<file path="config.mk">
export PLATFORM = sky130hd
export DESIGN_NAME = p16e10_queue
export DESIGN_NICKNAME = d
export VERILOG_FILES = /design/src/p16e10_pkg.sv /design/src/p16e10_queue.sv
export SDC_FILE = /design/constraint.sdc
export NUM_CORES = 1
export LEC_CHECK = 0
export BUFFER_PORTS_ARGS = -buffer_cell sky130_fd_sc_hd__clkbuf_2
export CAP_MARGIN = 15
export CELL_PAD_IN_SITES_DETAIL_PLACEMENT = 0
export CELL_PAD_IN_SITES_GLOBAL_PLACEMENT = 1
export CORE_UTILIZATION = 30
export DETAILED_ROUTE_END_ITERATION = 8
export GPL_ROUTABILITY_DRIVEN = 0
export HOLD_SLACK_MARGIN = 0.12
export PLACE_DENSITY = 0.58
export SLEW_MARGIN = 20
export SYNTH_ARGS = -nofsm -noshare
export SYNTH_HDL_FRONTEND = slang
export SYNTH_SLANG_ARGS = --single-unit
</file>
<file path="constraint.sdc">
create_clock -name clk -period 3.58 [get_ports clk]
set_input_delay 0.358 -clock clk [delete_from_list [all_inputs] [get_ports clk]]
set_output_delay 0.358 -clock clk [all_outputs]
set_load 0.02 [all_outputs]
</file>
<file path="src/p16e10_pkg.sv">
// Shared constants, types and helper functions for the posit16 exp10 unit.
package p16e10_pkg;

    localparam int QDepth = 4;

    localparam logic [15:0] NAR        = 16'h8000;
    localparam logic [15:0] MINPOS     = 16'h0001;
    localparam logic [15:0] MAXPOS     = 16'h7FFF;
    localparam logic [15:0] ONE        = 16'h4000;
    localparam logic [15:0] NEG_SAT_HI = 16'h97DF;
    localparam logic [15:0] POS_SAT_LO = 16'h6821;
    localparam logic [15:0] ZERO_NEG   = 16'hFFA9;
    localparam logic [15:0] ZERO_POS   = 16'h0077;

    localparam logic [31:0] LOG2_10_LO = 32'h0979A371;
    localparam logic [20:0] LOG2_10_HI = 21'h1A934F;

    localparam logic [41:0]  DEC_Q       = 42'd3814697265625;
    localparam logic [127:0] DEC_RECIP_W = ((128'd1 << 104) + {86'b0, DEC_Q} - 128'd1)
                                         / {86'b0, DEC_Q};
    localparam logic [62:0]  DEC_RECIP   = DEC_RECIP_W[62:0];

    localparam logic [63:0] COEF [0:6] = '{
        64'd1000000080000129410,
        64'd693141854936602630,
        64'd240282388412963510,
        64'd55274346317151946,
        64'd10068022050595113,
        64'd903183855396511,
        64'd330194785190027
    };

    typedef struct packed {
        logic              spec;
        logic [15:0]       spec_res;
        logic signed [7:0] n;
    } side_t;

    typedef struct packed {
        side_t       side;
        logic [63:0] f64;
    } qitem_t;

    function automatic logic [4:0] lzc16(input logic [15:0] x);
        logic [4:0] c;
        c = 5'd16;
        for (int i = 0; i < 16; i++)
        begin
            if (x[i])
            begin
                c = 5'(15 - i);
            end
        end
        return c;
    endfunction

    function automatic logic [5:0] lzc62(input logic [61:0] x);
        logic [5:0] c;
        c = 6'd62;
        for (int i = 0; i < 62; i++)
        begin
            if (x[i])
            begin
                c = 6'(61 - i);
            end
        end
        return c;
    endfunction

endpackage

</file>
<file path="src/p16e10_queue.sv">
// Short queue between front and back end.
module p16e10_queue #(
    parameter int DEPTH = p16e10_pkg::QDepth
)
(
    input  logic                clk,
    input  logic                rst_n,
    input  logic                push,
    input  p16e10_pkg::qitem_t  push_item,
    output logic                full,
    input  logic                pop,
    output p16e10_pkg::qitem_t  head,
    output logic                empty
);

    localparam int PW = (DEPTH > 1) ? $clog2(DEPTH) : 1;
    localparam int CW = $clog2(DEPTH + 1);

    p16e10_pkg::qitem_t mem [DEPTH];
    logic [PW-1:0] wr_reg, rd_reg;
    logic [CW-1:0] count_reg;

    assign full  = (count_reg == CW'(DEPTH));
    assign empty = (count_reg == '0);
    assign head  = mem[rd_reg];

    always_ff @(posedge clk)
    begin
        if (push)
        begin
            mem[wr_reg] <= push_item;
        end
    end

    always_ff @(posedge clk or negedge rst_n)
    begin
        if (!rst_n)
        begin
            wr_reg    <= '0;
            rd_reg    <= '0;
            count_reg <= '0;
        end
        else
        begin
            if (push)
            begin
                wr_reg <= (wr_reg == PW'(DEPTH - 1)) ? '0 : wr_reg + PW'(1);
            end
            if (pop)
            begin
                rd_reg <= (rd_reg == PW'(DEPTH - 1)) ? '0 : rd_reg + PW'(1);
            end
            count_reg <= count_reg + CW'(push) - CW'(pop);
        end
    end

`ifndef ASSERT_OFF
    a_no_overflow: assert property (@(posedge clk) disable iff (!rst_n) push |-> !full)
        else $error("queue push while full");
    a_no_underflow: assert property (@(posedge clk) disable iff (!rst_n) pop |-> !empty)
        else $error("queue pop while empty");
    a_count: assert property (@(posedge clk) disable iff (!rst_n)
        1'b1 |=> count_reg == CW'($past(count_reg) + CW'($past(push)) - CW'($past(pop))))
        else $error("queue count mismatch");
`endif

endmodule

</file>
==> flow_metrics.py, run 1 <==
metrics = {
    "cts": {
        "cts_buffer_depth": 3,
        "cts-root-buf": "clkbuf_16",
        "cts_max_level": 2,
        "post-cts-setup-buffers": 0,
        "tritoncts": "done",
        "clkTransAtPathRegs_ns": 0.06,
        "cts_buffers": 40,
        "clock_latency_ns": 0.55,
        "cts_sinks": 363,
    },
    "route": {
        "route.vias.total": 6227,
        "ant_nets": 0,
        "wirelength_mm": 26.49,
        "firstDrtPassIters": 6,
        "viasPerCell": 4.367,
        "drcViolationCount": 0,
        "drtIter0Drc": 305,
        "wl_per_cell_um": 18.58,
    },
    "sta": {
        "fin_tns_setup_ns": 0,
        "relSlewSlack": 0.5570,
        "tightest_slew_ns": 0.6644,
        "final_max_slew_viol_count": 0,
        "setup_ws_ns": 0.7900,
        "fin_crit_sh": 0.7793,
        "finalHoldViolations": 0,
        "grt_setup_unrepaired": "no",
        "setup_viol": 0,
        "max_freq_mhz": 358.4,
        "timing.hold.ws_ns": 0.2275,
        "period_needed_ns": 2.790,
        "fin_skew_ns": 0.008557,
    },
    "synth": {
        "avgSynthCellArea_um2": 26.63,
        "yosysSeqAreaShare": 0.8143,
        "synth-seq-cells": 363,
        "ys_types": 19,
        "ys_warn_count": 0,
        "syn_nets": 602,
        "syn_inst": 501,
        "syn_area_um2": 13340,
    },
    "setup_path": {
        "cp.arrival_ns": 2.43,
        "cp_slowest_stage_delay_ns": 0.79,
        "crit_fanout": 28,
        "cp-end-kind": "primary output",
        "cp_slowest_cell": "dfrtp_4",
        "path_cells": "buf_12 > mux4_2 > clkbuf_2",
        "cp-start-kind": "register",
        "worstSetupPathType": "reg -> out",
        "required_ns": 3.22,
    },
    "global_route": {
        "grt_pass1_vias": 6949,
        "grt_max_degree": 46,
        "antenna_found_initial": 1,
        "grt_util_all_layers": 0.1198,
        "grt_first_pass_wirelength_mm": 40.26,
        "gr-total-overflow": 0,
    },
    "floorplanning": {
        "dieArea_um2": 45320,
        "die_w_um": 212.9,
        "io-pin-count": 184,
        "core_um2": 43460,
        "start_util": 0.3070,
        "die_h_um": 212.9,
        "rows": 76,
    },
    "finish": {
        "largest_register_ffs": 356,
        "area_delta_synth_final_pct": 27.89,
        "nets": 912,
        "final_common_cell": "edfxtp_1",
        "num_antenna_cells": 0,
        "drive_above_1_share": 0.4138,
        "mostFrequentLayoutCells": "edfxtp_1 (356), clkbuf_2 (183), dlygate4sd3_1 (91)",
        "fill_cells": 3955,
    },
    "pwr": {
        "p_leak_nw": 5.870,
        "p_per_area_nw_per_um2": 795.2,
        "vdd_drop_max_mv": 0.5222,
    },
    "place": {
        "place_ws_ns": 1.273,
        "dpl.hpwl_mm": 15.54,
        "port_buffers": 183,
    },
    "run": {
        "cap_violations": 0,
    },
    "min_path": {
        "hp-class": "in -> async",
    },
    "status": {
        "status": "finished clean",
    },
}
==> worst max-delay path, delay by kind of cell (launching register included) <==
kind | cells | cell delay (ns)
flip-flops | 1 | 0.79
multiplexers | 1 | 0.55
buffers and inverters | 2 | 0.51
==> worst paths after layout <==
| kind | from | cells after the start | slack [ns] | endpoint |
|---|---|---|---|---|
| max in group asynchronous | rst_n | 2 | 3.12 | rd_reg[1]$_DFFE_PN0P_ |
| worst min-delay path | rst_n | 2 | 0.23 | count_reg[2]$_DFF_PN0_ |
| min in group clk | push | 3 | 0.23 | wr_reg[1]$_DFFE_PN0P_ |
| worst min register to register | wr_reg[1]$_DFFE_PN0P_ | 2 | 0.61 | wr_reg[1]$_DFFE_PN0P_ |
| worst max-delay path | rd_reg[0]$_DFFE_PN0P_ | 3 | 0.79 | head[63] |
| worst max register to register | wr_reg[0]$_DFFE_PN0P_ | 4 | 1.63 | mem[2][18]$_DFFE_PP_ |
==> cells in the mapped netlist <==
library cell,number,area share
edfxtp_1,356,0.80
dfrtp_1,7,0.013
inv_1,6,0.0017
and2_1,4,0.0019
nor3_1,1,0.00037
nand2_1,1,0.00028
o21ai_0,2,0.00075
clkbuf_1,1,0.00028
or3b_2,1,0.00066
xnor2_1,2,0.0013
and3_1,1,0.00047
buf_12,9,0.014
buf_2,9,0.0034
buf_6,1,0.00084
mux2_2,2,0.0017
ha_1,7,0.0066
nor2_1,1,0.00028
mux4_2,89,0.15
fa_1,1,0.0015
==> timing repair <==
action,CTS,global route
hold buffers,91,0
endpoints found under the setup margin,0,0
endpoints found under the hold margin,365,0
gates resized for setup,0,0
==> metal layers <==
layer	global-route usage	wire, µm
met1	0.1529	11430
met2	0.1935	12900
met3	0.03000	1447
met4	0.05185	694
met5	0	14
==> power breakdown <==
group          leakage (nW)  total [mW]  internal, mW  switching, mW
Combinational          1.93        4.05          1.73           2.33
Clock                 0.587        3.77          2.16           1.61
Sequential             3.35        5.75          5.45          0.304
Total                  5.87        13.6          9.33           4.24
==> through the flow <==
stage	area (µm²)	utilization	total power, mW	cells
finish	17060	0.3927	13.57	1426
global route	17060	0.3927	14.26	1426
CTS	17060	0.3927	13.89	1426
detailed placement	14960	0.3443	9.961	1263
global placement	14960	0.3443	9.933	1263
floorplan	13340	-	8.741	501
==> area by class of cell <==
class	count	area, µm²	area share
Inverter	6	22.52	0.001320
Multi-Input combinational cell	112	2225	0.1304
Timing Repair Buffer	288	2019	0.1183
Clock buffer	47	1049	0.06145
Clock inverter	25	143.9	0.008432
Tap cell	585	732.0	0.04289
Sequential cell	363	10870	0.6372
==> cell families after synthesis <==
kind of cell	synth area share
AO/OA/AOI/OAI	0.0007502
multiplexers	0.1519
XOR/XNOR	0.001313
buffers and inverters	0.01969
adder cells (fa/ha/maj)	0.008064
AND/OR/NAND/NOR	0.003938
flip-flops	0.8143
(Power assumes the default switching activity.)
==> run 2, diff against run 1 <==
PLACE_DENSITY = 0.6   (was 0.58)
clock period = 2.29 ns   (was 3.58 ns; I/O delays follow)
==> run 2 against run 1 <==
- the flow now finishes with violations (setup timing)
- first-iteration DRC count rose by 23%
- cell area rose by 2.2%
- power rose by 63%
- count of clock-buffer cells in the layout rose by 3
- clock skew barely moved
- sequential power rose by 53%
- global-route usage rose by 0.49 points
- register-to-register slack got worse by 1.0 ns
- die area did not move
- critical path type unchanged
- critical endpoint is now head[4]
- highest routed layer unchanged
==> flow_metrics.py, run 2 (synthesized netlist as in run 1, its figures left out) <==
metrics = {
    "place": {
        "port_buffers": 183,
        "dpl.hpwl_mm": 15.77,
        "dp.cells": 1269,
    },
    "finish": {
        "mostFrequentLayoutCells": "edfxtp_1 (356), clkbuf_2 (174), dlygate4sd3_1 (93)",
        "nets": 927,
        "largest_register_ffs": 356,
        "num_antenna_cells": 0,
        "drive_above_1_share": 0.4242,
        "area_delta_synth_final_pct": 30.71,
        "final_common_cell": "edfxtp_1",
        "stdcell_count": 1436,
    },
    "sta": {
        "max_freq_mhz": 432.4,
        "fin_crit_sh": 1.010,
        "setup_ws_ns": -0.02293,
        "finalHoldViolations": 0,
        "period_needed_ns": 2.313,
        "setup_viol": 12,
        "final_max_slew_viol_count": 0,
        "relSlewSlack": 0.7544,
        "fin_skew_ns": 0.008652,
        "tightest_slew_ns": 0.3684,
        "grt_setup_unrepaired": "yes",
    },
    "route": {
        "drtIter0Drc": 376,
        "wirelength_mm": 27.27,
        "route.vias.total": 6326,
        "drcViolationCount": 0,
        "firstDrtPassIters": 4,
        "wl_per_cell_um": 18.99,
        "ant_nets": 0,
        "viasPerCell": 4.405,
    },
    "setup_path": {
        "cp-end-kind": "primary output",
        "endpoint": "head[4]",
        "cp-start-kind": "register",
        "crit_fanout": 10,
        "startpoint": "rd_reg[0]$_DFFE_PN0P_",
        "worstSetupPathType": "reg -> out",
        "reg2reg_slack_ns": 0.60,
        "r2r-end": "count_reg[2]$_DFF_PN0_",
        "required_ns": 2.06,
        "cp.arrival_ns": 2.08,
        "reg2reg_depth": 7,
        "r2r-start": "count_reg[0]$_DFF_PN0_",
    },
    "pwr": {
        "combinationalPowerShare": 0.321,
        "p_sw_mw": 6.730,
        "p_leak_nw": 6.039,
        "total_power_mw": 22.18,
        "p_clk_frac": 0.283,
        "swShare": 0.3035,
        "vdd_drop_max_mv": 0.6957,
        "p_per_area_nw_per_um2": 1271,
        "p_int_mw": 15.45,
        "seqPwrFrac": 0.397,
    },
    "status": {
        "violations": "setup timing",
        "status": "finished with violations",
    },
    "floorplanning": {
        "io-pin-count": 184,
        "die_w_um": 212.9,
        "rows": 76,
        "core_um2": 43460,
        "start_util": 0.3070,
        "die_h_um": 212.9,
        "dieArea_um2": 45320,
    },
    "global_route": {
        "gr-total-overflow": 0,
        "grt_pass1_vias": 6955,
        "grt_use_met3": 0.03471,
        "grt_most_used_layer": "met2",
        "grt_util_all_layers": 0.1248,
        "grtUsageMet2": 0.1953,
        "use_met1": 0.1672,
        "grt_first_pass_wirelength_mm": 41.48,
        "grt_max_degree": 48,
        "antenna_found_initial": 1,
    },
    "cts": {
        "cts-root-buf": "clkbuf_16",
        "cts_buffer_depth": 3,
        "clock_latency_ns": 0.54,
        "cts_sinks": 363,
        "cts_buffers": 39,
        "cts_max_level": 2,
        "tritoncts": "done",
        "clkTransAtPathRegs_ns": 0.06,
    },
    "run": {
        "cap_violations": 0,
    },
    "min_path": {
        "hp-class": "in -> reg",
    },
}
==> run 2: cell types whose count changed in the layout (fill, tap and decap cells not counted), sizes merged, moves of 2 or more <==
cell	before	now
buf	14	36
clkbuf	230	224
clkinv	21	10
dlygate4sd3	91	93
bufinv	1	5
==> run 2: critical path, stage by stage, from the launching register on <==
cell and delay [ns]:
dfrtp_4 0.43, buf_12 0.14, bufbuf_16 0.30, mux4_2 0.51, clkbuf_2 0.17
==> run 2: power groups by stage <==
stage	logic, mW	registers (mW)	clock network, mW
after global routing	7.72	8.89	6.72
after floorplan	4.78	8.83	0
after global placement	6.78	9.02	0
final	7.11	8.80	6.27
after detailed placement	6.80	9.05	0
after CTS	7.37	8.82	6.51
==> run 2: metal layers <==
metal  wire length [µm]  vias to the layer above
li1                   -                     2813
met1              12300                     3303
met2              12860                      167
met3               1531                       41
met4                561                        2
met5                 11                        -
==> run 2: layout make-up <==
class / instances / area, µm²
Fill cell: 3906 / 26020
Sequential cell: 363 / 10870
Timing Repair Buffer: 304 / 2326
Multi-Input combinational cell: 112 / 2225
Clock buffer: 50 / 1060
Tap cell: 585 / 732.0
Clock inverter: 16 / 202.7
Inverter: 6 / 22.52
==> run 2: worst min-delay path by stage <==
stage / from / to / slack [ns] / cells after the start
2_1_floorplan: rst_n / count_reg[0]$_DFF_PN0_ / -0.07 / 0
3_3_place_gp: rst_n / count_reg[0]$_DFF_PN0_ / 0.08 / 1
3_5_place_dp: rst_n / count_reg[0]$_DFF_PN0_ / 0.08 / 1
4_1_cts: push_item[16] / mem[3][16]$_DFFE_PP_ / 0.41 / 2
5_1_grt: push_item[25] / mem[2][25]$_DFFE_PP_ / 0.43 / 2
6_report: push_item[60] / mem[0][60]$_DFFE_PP_ / 0.45 / 2
==> run 2: through the flow <==
| step | hold slack, ns | worst slack [ns] | util | area [µm²] | TNS (ns) |
|---|---|---|---|---|---|
| 2_1_floorplan | -0.06659 | 0.1331 | - | 13350 | 0 |
| 6_report | 0.4537 | -0.02293 | 0.4013 | 17440 | -0.1775 |
| 3_5_place_dp | 0.08100 | 0.4047 | 0.3479 | 15120 | 0 |
| 3_3_place_gp | 0.08290 | 0.4042 | 0.3479 | 15120 | 0 |
| 5_1_grt | 0.4308 | -0.1253 | 0.4013 | 17440 | -6.023 |
| 4_1_cts | 0.4072 | -0.09683 | 0.4013 | 17440 | -3.631 |
==> run 2: what timing repair did <==
item                                   in CTS  in global routing
endpoints found under the hold margin     368                  0
hold buffers                               93                  0
setup buffers                               6                  0
gates cloned                                2                  0
setup endpoints to repair                  83                 82
gates resized for setup                     3                  9
