===== src/p16e10_pkg.sv =====
// Shared constants, types and helper functions for the posit16 exp10 unit.
package p16e10_pkg;

    localparam int QDepth = 4;

    localparam logic [15:0] NAR        = 16'h8000;
    localparam logic [15:0] MINPOS     = 16'h0001;
    localparam logic [15:0] MAXPOS     = 16'h7FFF;
    localparam logic [15:0] ONE        = 16'h4000;
    localparam logic [15:0] NEG_SAT_HI = 16'h97DF;
    localparam logic [15:0] POS_SAT_LO = 16'h6821;
    localparam logic [15:0] ZERO_NEG   = 16'hFFA9;
    localparam logic [15:0] ZERO_POS   = 16'h0077;

    localparam logic [31:0] LOG2_10_LO = 32'h0979A371;
    localparam logic [20:0] LOG2_10_HI = 21'h1A934F;

    localparam logic [41:0]  DEC_Q       = 42'd3814697265625;
    localparam logic [127:0] DEC_RECIP_W = ((128'd1 << 104) + {86'b0, DEC_Q} - 128'd1)
                                         / {86'b0, DEC_Q};
    localparam logic [62:0]  DEC_RECIP   = DEC_RECIP_W[62:0];

    localparam logic [63:0] COEF [0:6] = '{
        64'd1000000080000129410,
        64'd693141854936602630,
        64'd240282388412963510,
        64'd55274346317151946,
        64'd10068022050595113,
        64'd903183855396511,
        64'd330194785190027
    };

    typedef struct packed {
        logic              spec;
        logic [15:0]       spec_res;
        logic signed [7:0] n;
    } side_t;

    typedef struct packed {
        side_t       side;
        logic [63:0] f64;
    } qitem_t;

    function automatic logic [4:0] lzc16(input logic [15:0] x);
        logic [4:0] c;
        c = 5'd16;
        for (int i = 0; i < 16; i++)
        begin
            if (x[i])
            begin
                c = 5'(15 - i);
            end
        end
        return c;
    endfunction

    function automatic logic [5:0] lzc62(input logic [61:0] x);
        logic [5:0] c;
        c = 6'd62;
        for (int i = 0; i < 62; i++)
        begin
            if (x[i])
            begin
                c = 6'(61 - i);
            end
        end
        return c;
    endfunction

endpackage


===== src/p16e10_front.sv =====
// Front end: accept, classify, decode and scale the argument into integer and fraction.
module p16e10_front
(
    input  logic                 clk,
    input  logic                 rst_n,
    input  logic                 in_valid,
    output logic                 in_ready,
    input  logic [15:0]          x_posit,
    input  logic                 q_full,
    output logic                 push,
    output p16e10_pkg::qitem_t   push_item
);

    logic [3:0] vld_reg;
    logic       f_en;

    assign f_en     = !vld_reg[3] || !q_full;
    assign in_ready = f_en;
    assign push     = f_en && vld_reg[3];

    // decode
    logic              neg;
    logic [15:0]       u, bits, xb, rest;
    logic              lead, ebit;
    logic [4:0]        lz;
    logic [3:0]        run;
    logic signed [5:0] k;
    logic signed [7:0] kk, tt;
    logic [5:0]        t_next;
    logic [12:0]       sig_next;
    p16e10_pkg::side_t side_next;

    always_comb
    begin
        neg  = x_posit[15];
        u    = neg ? (~x_posit + 16'd1) : x_posit;
        bits = {u[14:0], 1'b0};
        lead = bits[15];
        xb   = lead ? ~bits : bits;
        lz   = p16e10_pkg::lzc16(xb);
        run  = (lz > 5'd15) ? 4'd15 : lz[3:0];
        rest = 16'(bits << ({1'b0, run} + 5'd1));
        ebit = rest[15];
        sig_next = {1'b1, rest[14:3]};
        k    = lead ? ($signed({2'b0, run}) - 6'sd1) : -$signed({2'b0, run});
        kk   = {{2{k[5]}}, k};
        tt   = 8'sd5 - (kk <<< 1) - $signed({7'b0, ebit});
        if (tt < 8'sd2)
        begin
            t_next = 6'd2;
        end
        else if (tt > 8'sd32)
        begin
            t_next = 6'd32;
        end
        else
        begin
            t_next = tt[5:0];
        end

        side_next.n = 8'sd0;
        side_next.spec = 1'b1;
        if (x_posit > p16e10_pkg::NAR && x_posit <= p16e10_pkg::NEG_SAT_HI)
        begin
            side_next.spec_res = p16e10_pkg::MINPOS;
        end
        else if (x_posit >= p16e10_pkg::POS_SAT_LO && x_posit < p16e10_pkg::NAR)
        begin
            side_next.spec_res = p16e10_pkg::MAXPOS;
        end
        else if (x_posit == p16e10_pkg::NAR)
        begin
            side_next.spec_res = p16e10_pkg::NAR;
        end
        else if (x_posit >= p16e10_pkg::ZERO_NEG || x_posit <= p16e10_pkg::ZERO_POS)
        begin
            side_next.spec_res = p16e10_pkg::ONE;
        end
        else
        begin
            side_next.spec     = 1'b0;
            side_next.spec_res = p16e10_pkg::ONE;
        end
    end

    always_ff @(posedge clk or negedge rst_n)
    begin
        if (!rst_n)
        begin
            vld_reg <= '0;
        end
        else if (f_en)
        begin
            vld_reg <= {vld_reg[2:0], in_valid};
        end
    end

    // stage 1: decoded fields
    logic [12:0]       sig1_reg;
    logic [5:0]        t1_reg;
    logic              neg1_reg;
    p16e10_pkg::side_t side1_reg;

    always_ff @(posedge clk)
    begin
        if (f_en)
        begin
            sig1_reg  <= sig_next;
            t1_reg    <= t_next;
            neg1_reg  <= neg;
            side1_reg <= side_next;
        end
    end

    // stage 2: partial products with log2(10)
    logic [44:0]       plo2_reg;
    logic [33:0]       phi2_reg;
    logic [5:0]        t2_reg;
    logic              neg2_reg;
    p16e10_pkg::side_t side2_reg;

    always_ff @(posedge clk)
    begin
        if (f_en)
        begin
            plo2_reg  <= {32'b0, sig1_reg} * {13'b0, p16e10_pkg::LOG2_10_LO};
            phi2_reg  <= {21'b0, sig1_reg} * {13'b0, p16e10_pkg::LOG2_10_HI};
            t2_reg    <= t1_reg;
            neg2_reg  <= neg1_reg;
            side2_reg <= side1_reg;
        end
    end

    // stage 3: align and sum
    logic [63:0]       q3_reg;
    logic              neg3_reg;
    p16e10_pkg::side_t side3_reg;
    logic [63:0]       q_next;

    assign q_next = ({30'b0, phi2_reg} << (6'd32 - t2_reg)) + ({19'b0, plo2_reg} >> t2_reg);

    always_ff @(posedge clk)
    begin
        if (f_en)
        begin
            q3_reg    <= q_next;
            neg3_reg  <= neg2_reg;
            side3_reg <= side2_reg;
        end
    end

    // stage 4: split into integer and fraction
    logic [5:0]        q58;
    logic [57:0]       fr, f_next;
    logic signed [7:0] nneg;
    p16e10_pkg::side_t side4_next;
    p16e10_pkg::qitem_t item4_reg;

    always_comb
    begin
        q58  = q3_reg[63:58];
        fr   = q3_reg[57:0];
        nneg = -$signed({2'b0, q58});
        side4_next = side3_reg;
        if (!neg3_reg)
        begin
            side4_next.n = $signed({2'b0, q58});
            f_next = fr;
        end
        else if (fr == 58'd0)
        begin
            side4_next.n = nneg;
            f_next = 58'd0;
        end
        else
        begin
            side4_next.n = nneg - 8'sd1;
            f_next = 58'((59'd1 << 58) - {1'b0, fr});
        end
    end

    always_ff @(posedge clk)
    begin
        if (f_en)
        begin
            item4_reg.side <= side4_next;
            item4_reg.f64  <= {f_next, 6'b0};
        end
    end

    assign push_item = item4_reg;

endmodule


===== config.mk =====
export PLATFORM = sky130hd
export DESIGN_NAME = p16e10_front
export DESIGN_NICKNAME = d
export VERILOG_FILES = /design/src/p16e10_pkg.sv /design/src/p16e10_front.sv
export SDC_FILE = /design/constraint.sdc
export NUM_CORES = 1
export LEC_CHECK = 0
export BUFFER_PORTS_ARGS = -buffer_cell sky130_fd_sc_hd__buf_2
export CAP_MARGIN = 15
export CORE_MARGIN = 2
export CORE_UTILIZATION = 48
export DETAILED_ROUTE_END_ITERATION = 10
export HOLD_SLACK_MARGIN = 0.12
export MAX_ROUTING_LAYER = met4
export PLACE_DENSITY = 0.63
export SETUP_SLACK_MARGIN = 0.5
export SLEW_MARGIN = 10
export SYNTH_ARGS = -nofsm -noshare
export SYNTH_HDL_FRONTEND = slang
export SYNTH_SLANG_ARGS = --single-unit

===== constraint.sdc =====
create_clock -name clk -period 13.6 [get_ports clk]
set_input_delay 0.68 -clock clk [delete_from_list [all_inputs] [get_ports clk]]
set_output_delay 0.68 -clock clk [all_outputs]
set_load 0.1 [all_outputs]

==> results of run 1 <==
-- synth_stat cells (33+ instances only) --
cell / instances / area [um^2]
xor2_1: 51 / 446.7
a21oi_1: 153 / 765.7
clkbuf_1: 97 / 364.1
ha_1: 268 / 3353
o22ai_1: 36 / 225.2
mux2_2: 37 / 416.7
nor2b_1: 33 / 206.5
nand3_1: 38 / 190.2
nor3_1: 37 / 185.2
edfxtp_1: 251 / 7537
mux2i_1: 72 / 720.7
xnor2_1: 132 / 1156
nand2b_1: 33 / 206.5
inv_1: 304 / 1141
o21ai_0: 153 / 765.7
nor2_1: 229 / 859.6
fa_1: 177 / 3543
nand2_1: 265 / 994.7
a21o_1: 47 / 352.8
mux4_2: 50 / 1126
o31ai_1: 35 / 262.8
-- path summary, 6_finish.rpt --
kind                       slack [ps]  cells past startpoint             to     startpoint
min in group asynchronous         440                      2     vld_reg[3]          rst_n
max in group asynchronous       13040                      2     vld_reg[0]          rst_n
setup reg to reg                 6260                     19     q3_reg[61]      t2_reg[1]
hold / removal                    350                      2     vld_reg[0]       in_valid
setup / recovery                 6260                     19     q3_reg[61]      t2_reg[1]
hold reg to reg                   420                      0  push_item[87]  side3_reg[23]
-- critical path, delay by kind of cell (launching register included) --
| family | cells | cell delay (ps) |
|---|---|---|
| AND/OR/NAND/NOR | 6 | 1200 |
| adder cells (fa/ha/maj) | 2 | 950 |
| XOR/XNOR | 1 | 200 |
| AO/OA/AOI/OAI | 6 | 2560 |
| flip-flops | 1 | 330 |
| buffers and inverters | 3 | 1410 |
| multiplexers | 1 | 380 |
-- what timing repair did --
| action | in CTS | in global routing |
|---|---|---|
| endpoints found under the setup margin | 0 | 0 |
| hold buffers | 1 | 0 |
| hold endpoints to repair | 4 | 0 |
-- cells by family after synthesis --
kind of cell,Yosys count,synth area share
buffers and inverters,451,0.06397
muxes,160,0.08095
other,1,0.0001332
adders and majority gates,445,0.2450
xor gates and xnor gates,184,0.05753
DFF,255,0.2714
and+or+nand+nor,817,0.1377
AOI/OAI and AO/OA,627,0.1433
-- area by class of cell --
cell class	count	area (um^2)	area share
repair buffers	132	733.2	0.02432
multi-input cells	2239	18810	0.6238
clock buffers	34	744.5	0.02469
well taps	765	957.2	0.03175
clock inverters	16	116.4	0.003859
inverters	307	1154	0.03826
flip-flops and latches	255	7637	0.2533
-- stage by stage --
stage	hold WS, ps	area [um^2]	setup WS, ps	instances	utilization
6_report	350.9	30150	6255	3748	0.5216
3_5_place_dp	404.5	29270	5865	3696	0.5064
3_3_place_gp	400.8	29270	5943	3696	0.5064
5_1_grt	327.2	30150	5626	3748	0.5216
2_1_floorplan	384.4	28160	5761	2945	-
4_1_cts	310.7	30140	6188	3747	0.5215
-- routing by layer --
layer  wire (um)  up-vias
met4        3366        0
met2       38010      576
met1       33830    10680
li1            -    10470
met3        2862      150
met5           0        -
==> flow_metrics.py, run 1 <==
metrics = {
    "sta": {
        "finalHoldViolCount": 0,
        "fin_setup_tns_ps": 0,
        "tightest_slew_ps": 1127,
        "fin_skew_ps": 28.46,
        "fin_crit_ps": 7345,
        "timing.fmax_ghz": 0.1362,
        "rsz0062_at_grt": "false",
        "relSlewSlack": 0.2452,
        "fin_crit_sh": 0.5401,
        "slew_viol_final": 0,
        "setup_viol": 0,
    },
    "logic_synthesis": {
        "syn_inst": 2940,
        "ys.flop_type": "edfxtp_1",
        "ys_warn_count": 0,
        "synth_seq_cells": 255,
        "synthDistinctLibCells": 93,
        "synthesis.area_mm2": 0.02814,
        "async_flop_share": 0.01569,
        "seq_area_frac_synth": 0.2714,
        "synth_edf_count": 251,
        "synth.avg_cell_area_um2": 9.573,
    },
    "setup_path": {
        "max_stage_delay_ps": 850,
        "worstPathRequired_ps": 13910,
        "arrival_ps": 7660,
        "cp-end-kind": "flip-flop",
        "crit_type": "flip-flop to flip-flop",
        "cp-start-kind": "flip-flop",
        "critical_path.cell_chain": "buf_4 -> clkinv_1 -> ha_1 -> buf_4 -> mux4_2 -> nand2_1 -> nand2_1 -> o21ai_0 -> nor2_1 -> ha_1 -> nand3_1 -> o21ai_0 -> a31oi_1 -> a31oi_1 -> a41o_1 -> a211o_1 -> nor2b_1 -> nand4_1 -> xor2_1",
        "crit_fanout": 42,
        "slowest_stage": "o21ai_0",
    },
    "drt": {
        "drt-pass1-iter-count": 5,
        "vias": 21880,
        "via_per_inst": 5.837,
        "wl_um": 78070,
        "remaining_drc_errors": 0,
        "wl_per_cell_um": 20.83,
        "postRouteAntennaNets": 0,
        "drt_iter0_markers": 1466,
    },
    "floorplan": {
        "coreArea_mm2": 0.05781,
        "dieHeight_um": 246.1,
        "start_util": 0.4869,
        "rows": 88,
        "dieArea_mm2": 0.06059,
        "boundaryPins": 111,
        "die_x_um": 246.1,
    },
    "clocking": {
        "postCtsSetupBuffers": 0,
        "cts_resized": 0,
        "root_buffer": "clkbuf_16",
        "insertion_delay_ps": 590,
        "cts_tree": "built",
        "ctsHtreeMaxLevel": 1,
        "clock_path_buffers": 3,
        "numCtsBuffers": 29,
        "clock-sinks": 255,
        "clk_pin_slew_worst_paths_ps": 60,
    },
    "global_route": {
        "grt_pass1_vias": 21280,
        "grt_max_degree": 71,
        "grt_pass1_wl_um": 122000,
        "grt_use_met3": 0.02407,
        "busiest_layer": "met2",
        "grt_use_total": 0.2659,
        "grt_util_met1": 0.3333,
        "met2_usage": 0.4476,
        "antenna_found_initial": 0,
        "gr-total-overflow": 0,
    },
    "placement": {
        "portBuffers": 104,
        "dpl.hpwl_um": 64640,
        "place_congestion": 1.034,
    },
    "cells_and_area": {
        "syn2layout_area_growth_pct": 7.126,
        "final_common_cell": "inv_1",
        "layout_common_cells": "304 x inv_1, 268 x ha_1, 264 x nand2_1",
        "fillers": 5260,
        "largest_reg_flops": 71,
        "num-nets-final": 3429,
        "diodes": 0,
        "drive_gt1_frac": 0.1069,
    },
    "min_path": {
        "hold_class": "input port to flip-flop",
    },
    "outcome": {
        "status": "completed",
    },
    "job": {
        "cap_violations": 0,
    },
}
Power of run 1 is not shown: default switching activity piles up to over one toggle a cycle in this logic, so the estimate is an artifact.
==> run 2: changes to the inputs <==
==> constraint.sdc (replaced) <==
create_clock -name clk -period 7.2 [get_ports clk]
set_input_delay 0.36 -clock clk [delete_from_list [all_inputs] [get_ports clk]]
set_output_delay 0.36 -clock clk [all_outputs]
set_load 0.1 [all_outputs]
==> run 2 against run 1 <==
Non-clock buffer count grew 47. Final area grew 1.9%. Worst setup slack worse by 5400 ps. Sequential share of layout area fell by 0.48 points. Cell count rose by 1.3%. Critical path type unchanged. Largest cell class unchanged.
==> flow_metrics.py, run 2 (synthesis gave the netlist of run 1 again) <==
metrics = {
    "cells_and_area": {
        "final_cells": 3797,
        "num-nets-final": 3475,
        "final_common_cell": "inv_1",
        "syn2layout_area_growth_pct": 9.207,
        "largest_reg_flops": 71,
        "layout_common_cells": "303 x inv_1, 267 x ha_1, 264 x nand2_1",
        "drive_gt1_frac": 0.1234,
    },
    "clocking": {
        "cts_tree": "built",
        "insertion_delay_ps": 590,
        "clk_pin_slew_worst_paths_ps": 70,
        "numCtsBuffers": 28,
        "clock_path_buffers": 3,
        "ctsHtreeMaxLevel": 1,
        "root_buffer": "clkbuf_16",
        "clock-sinks": 255,
    },
    "global_route": {
        "antenna_found_initial": 1,
        "gr-total-overflow": 0,
        "grt_pass1_vias": 21350,
        "grt_max_degree": 135,
        "grt_use_total": 0.2643,
        "grt_pass1_wl_um": 120700,
    },
    "setup_path": {
        "cp-end-kind": "flip-flop",
        "rr_startpoint": "sig1_reg[7]",
        "max_stage_delay_ps": 640,
        "cpLargestDelayFamily": "adder cells",
        "reg2reg_depth": 19,
        "startpoint": "sig1_reg[7]",
        "crit_fanout": 10,
        "slowest_stage": "or4b_2",
        "critical_path.cell_chain": "buf_4 -> fa_1 -> fa_1 -> ha_1 -> fa_1 -> fa_1 -> ha_1 -> nand2_1 -> or4b_2 -> o21ai_0 -> a31oi_1 -> o21ai_1 -> o31ai_2 -> a31oi_1 -> o21ai_1 -> a21oi_1 -> a21o_1 -> a21oi_1 -> xnor2_1",
        "crit-reg2reg-capture": "plo2_reg[39]",
        "cp-start-kind": "flip-flop",
        "arrival_ps": 6700,
        "cpMostUsedCell": "fa_1",
        "cp-endpoint": "plo2_reg[39]",
        "crit_type": "flip-flop to flip-flop",
        "cp.depth": 19,
        "r2r_slack_ps": 820,
        "worstPathRequired_ps": 7520,
        "worstPathBufferInverterCount": 1,
    },
    "drt": {
        "wl_per_cell_um": 20.55,
        "postRouteAntennaNets": 0,
        "remaining_drc_errors": 0,
        "drt_iter0_markers": 1447,
        "vias": 21950,
        "drt-pass1-iter-count": 6,
        "via_per_inst": 5.780,
        "wl_um": 78050,
    },
    "placement": {
        "portBuffers": 104,
        "dpl.hpwl_um": 64450,
        "placed_cells": 3721,
        "pre_cts_ws_ps": 394.0,
        "place_congestion": 1.012,
    },
    "floorplan": {
        "boundaryPins": 111,
        "start_util": 0.4869,
        "dieHeight_um": 246.1,
        "die_x_um": 246.1,
        "rows": 88,
        "coreArea_mm2": 0.05781,
        "dieArea_mm2": 0.06059,
    },
    "sta": {
        "rsz0062_at_grt": "false",
        "fin_setup_tns_ps": 0,
        "fin_crit_sh": 0.8864,
        "relSlewSlack": 0.1655,
        "timing.fmax_ghz": 0.1567,
        "slew_viol_final": 0,
        "final.setup.worst_slack_ps": 818.1,
        "fin_skew_ps": 35.30,
        "tightest_slew_ps": 1240,
        "fin_crit_ps": 6382,
        "setup_viol": 0,
        "finalHoldViolCount": 0,
    },
    "min_path": {
        "hold_class": "input port to flip-flop",
    },
    "outcome": {
        "status": "completed",
    },
    "job": {
        "cap_violations": 0,
    },
}
-- run 2: stage by stage --
stage | instance area [um^2] | hold slack, ps | util
floorplan | 28180 | 64.41 | -
global placement | 29470 | 165.0 | 0.5098
detailed placement | 29470 | 173.8 | 0.5098
CTS | 30490 | 163.5 | 0.5275
global route | 30740 | 192.2 | 0.5317
finish | 30740 | 195.1 | 0.5317
-- run 2: how the worst min path moves through the flow --
stage	startpoint	endpoint	slack [ps]	depth (start not counted)
after floorplan	rst_n	vld_reg[0]	60	0
after global placement	rst_n	vld_reg[0]	160	1
after detailed placement	rst_n	vld_reg[2]	170	1
after CTS	x_posit[13]	side1_reg[22]	160	3
after global routing	x_posit[13]	side1_reg[22]	190	3
final	x_posit[13]	side1_reg[22]	200	3
-- run 2: what timing repair did --
| action | in CTS | in global routing |
|---|---|---|
| hold buffers | 3 | 0 |
| hold endpoints to repair | 5 | 0 |
| gates resized for setup | 0 | 13 |
| setup endpoints to repair | 0 | 23 |
| buffers inserted | 0 | 21 |
-- run 2: tightest hold or removal path, cell delays in order --
cell and delay (ps):
buf_2 130, nor2_1 70, nand3_1 100
-- run 2: final cells by class --
cell class,instances,area [um^2]
fill,5232,27070
multi-input combinational,2239,18860
sequential,255,7637
inverter,307,1157
timing repair buffer,179,1132
tap,765,957.2
clock buffer,31,711.9
clock inverter,20,279.0
antenna,1,2.502
-- run 2: routing by layer --
| layer | track usage | part of all wire | up-vias | wire [um] |
|---|---|---|---|---|
| li1 | - | - | 10550 | - |
| met1 | 0.3314 | 0.43 | 10570 | 33450 |
| met2 | 0.4297 | 0.47 | 647 | 36910 |
| met3 | 0.02865 | 0.045 | 179 | 3543 |
| met4 | 0.1235 | 0.053 | 0 | 4140 |
| met5 | - | 0 | - | 0 |
Power of run 2 is left out for the same reason.
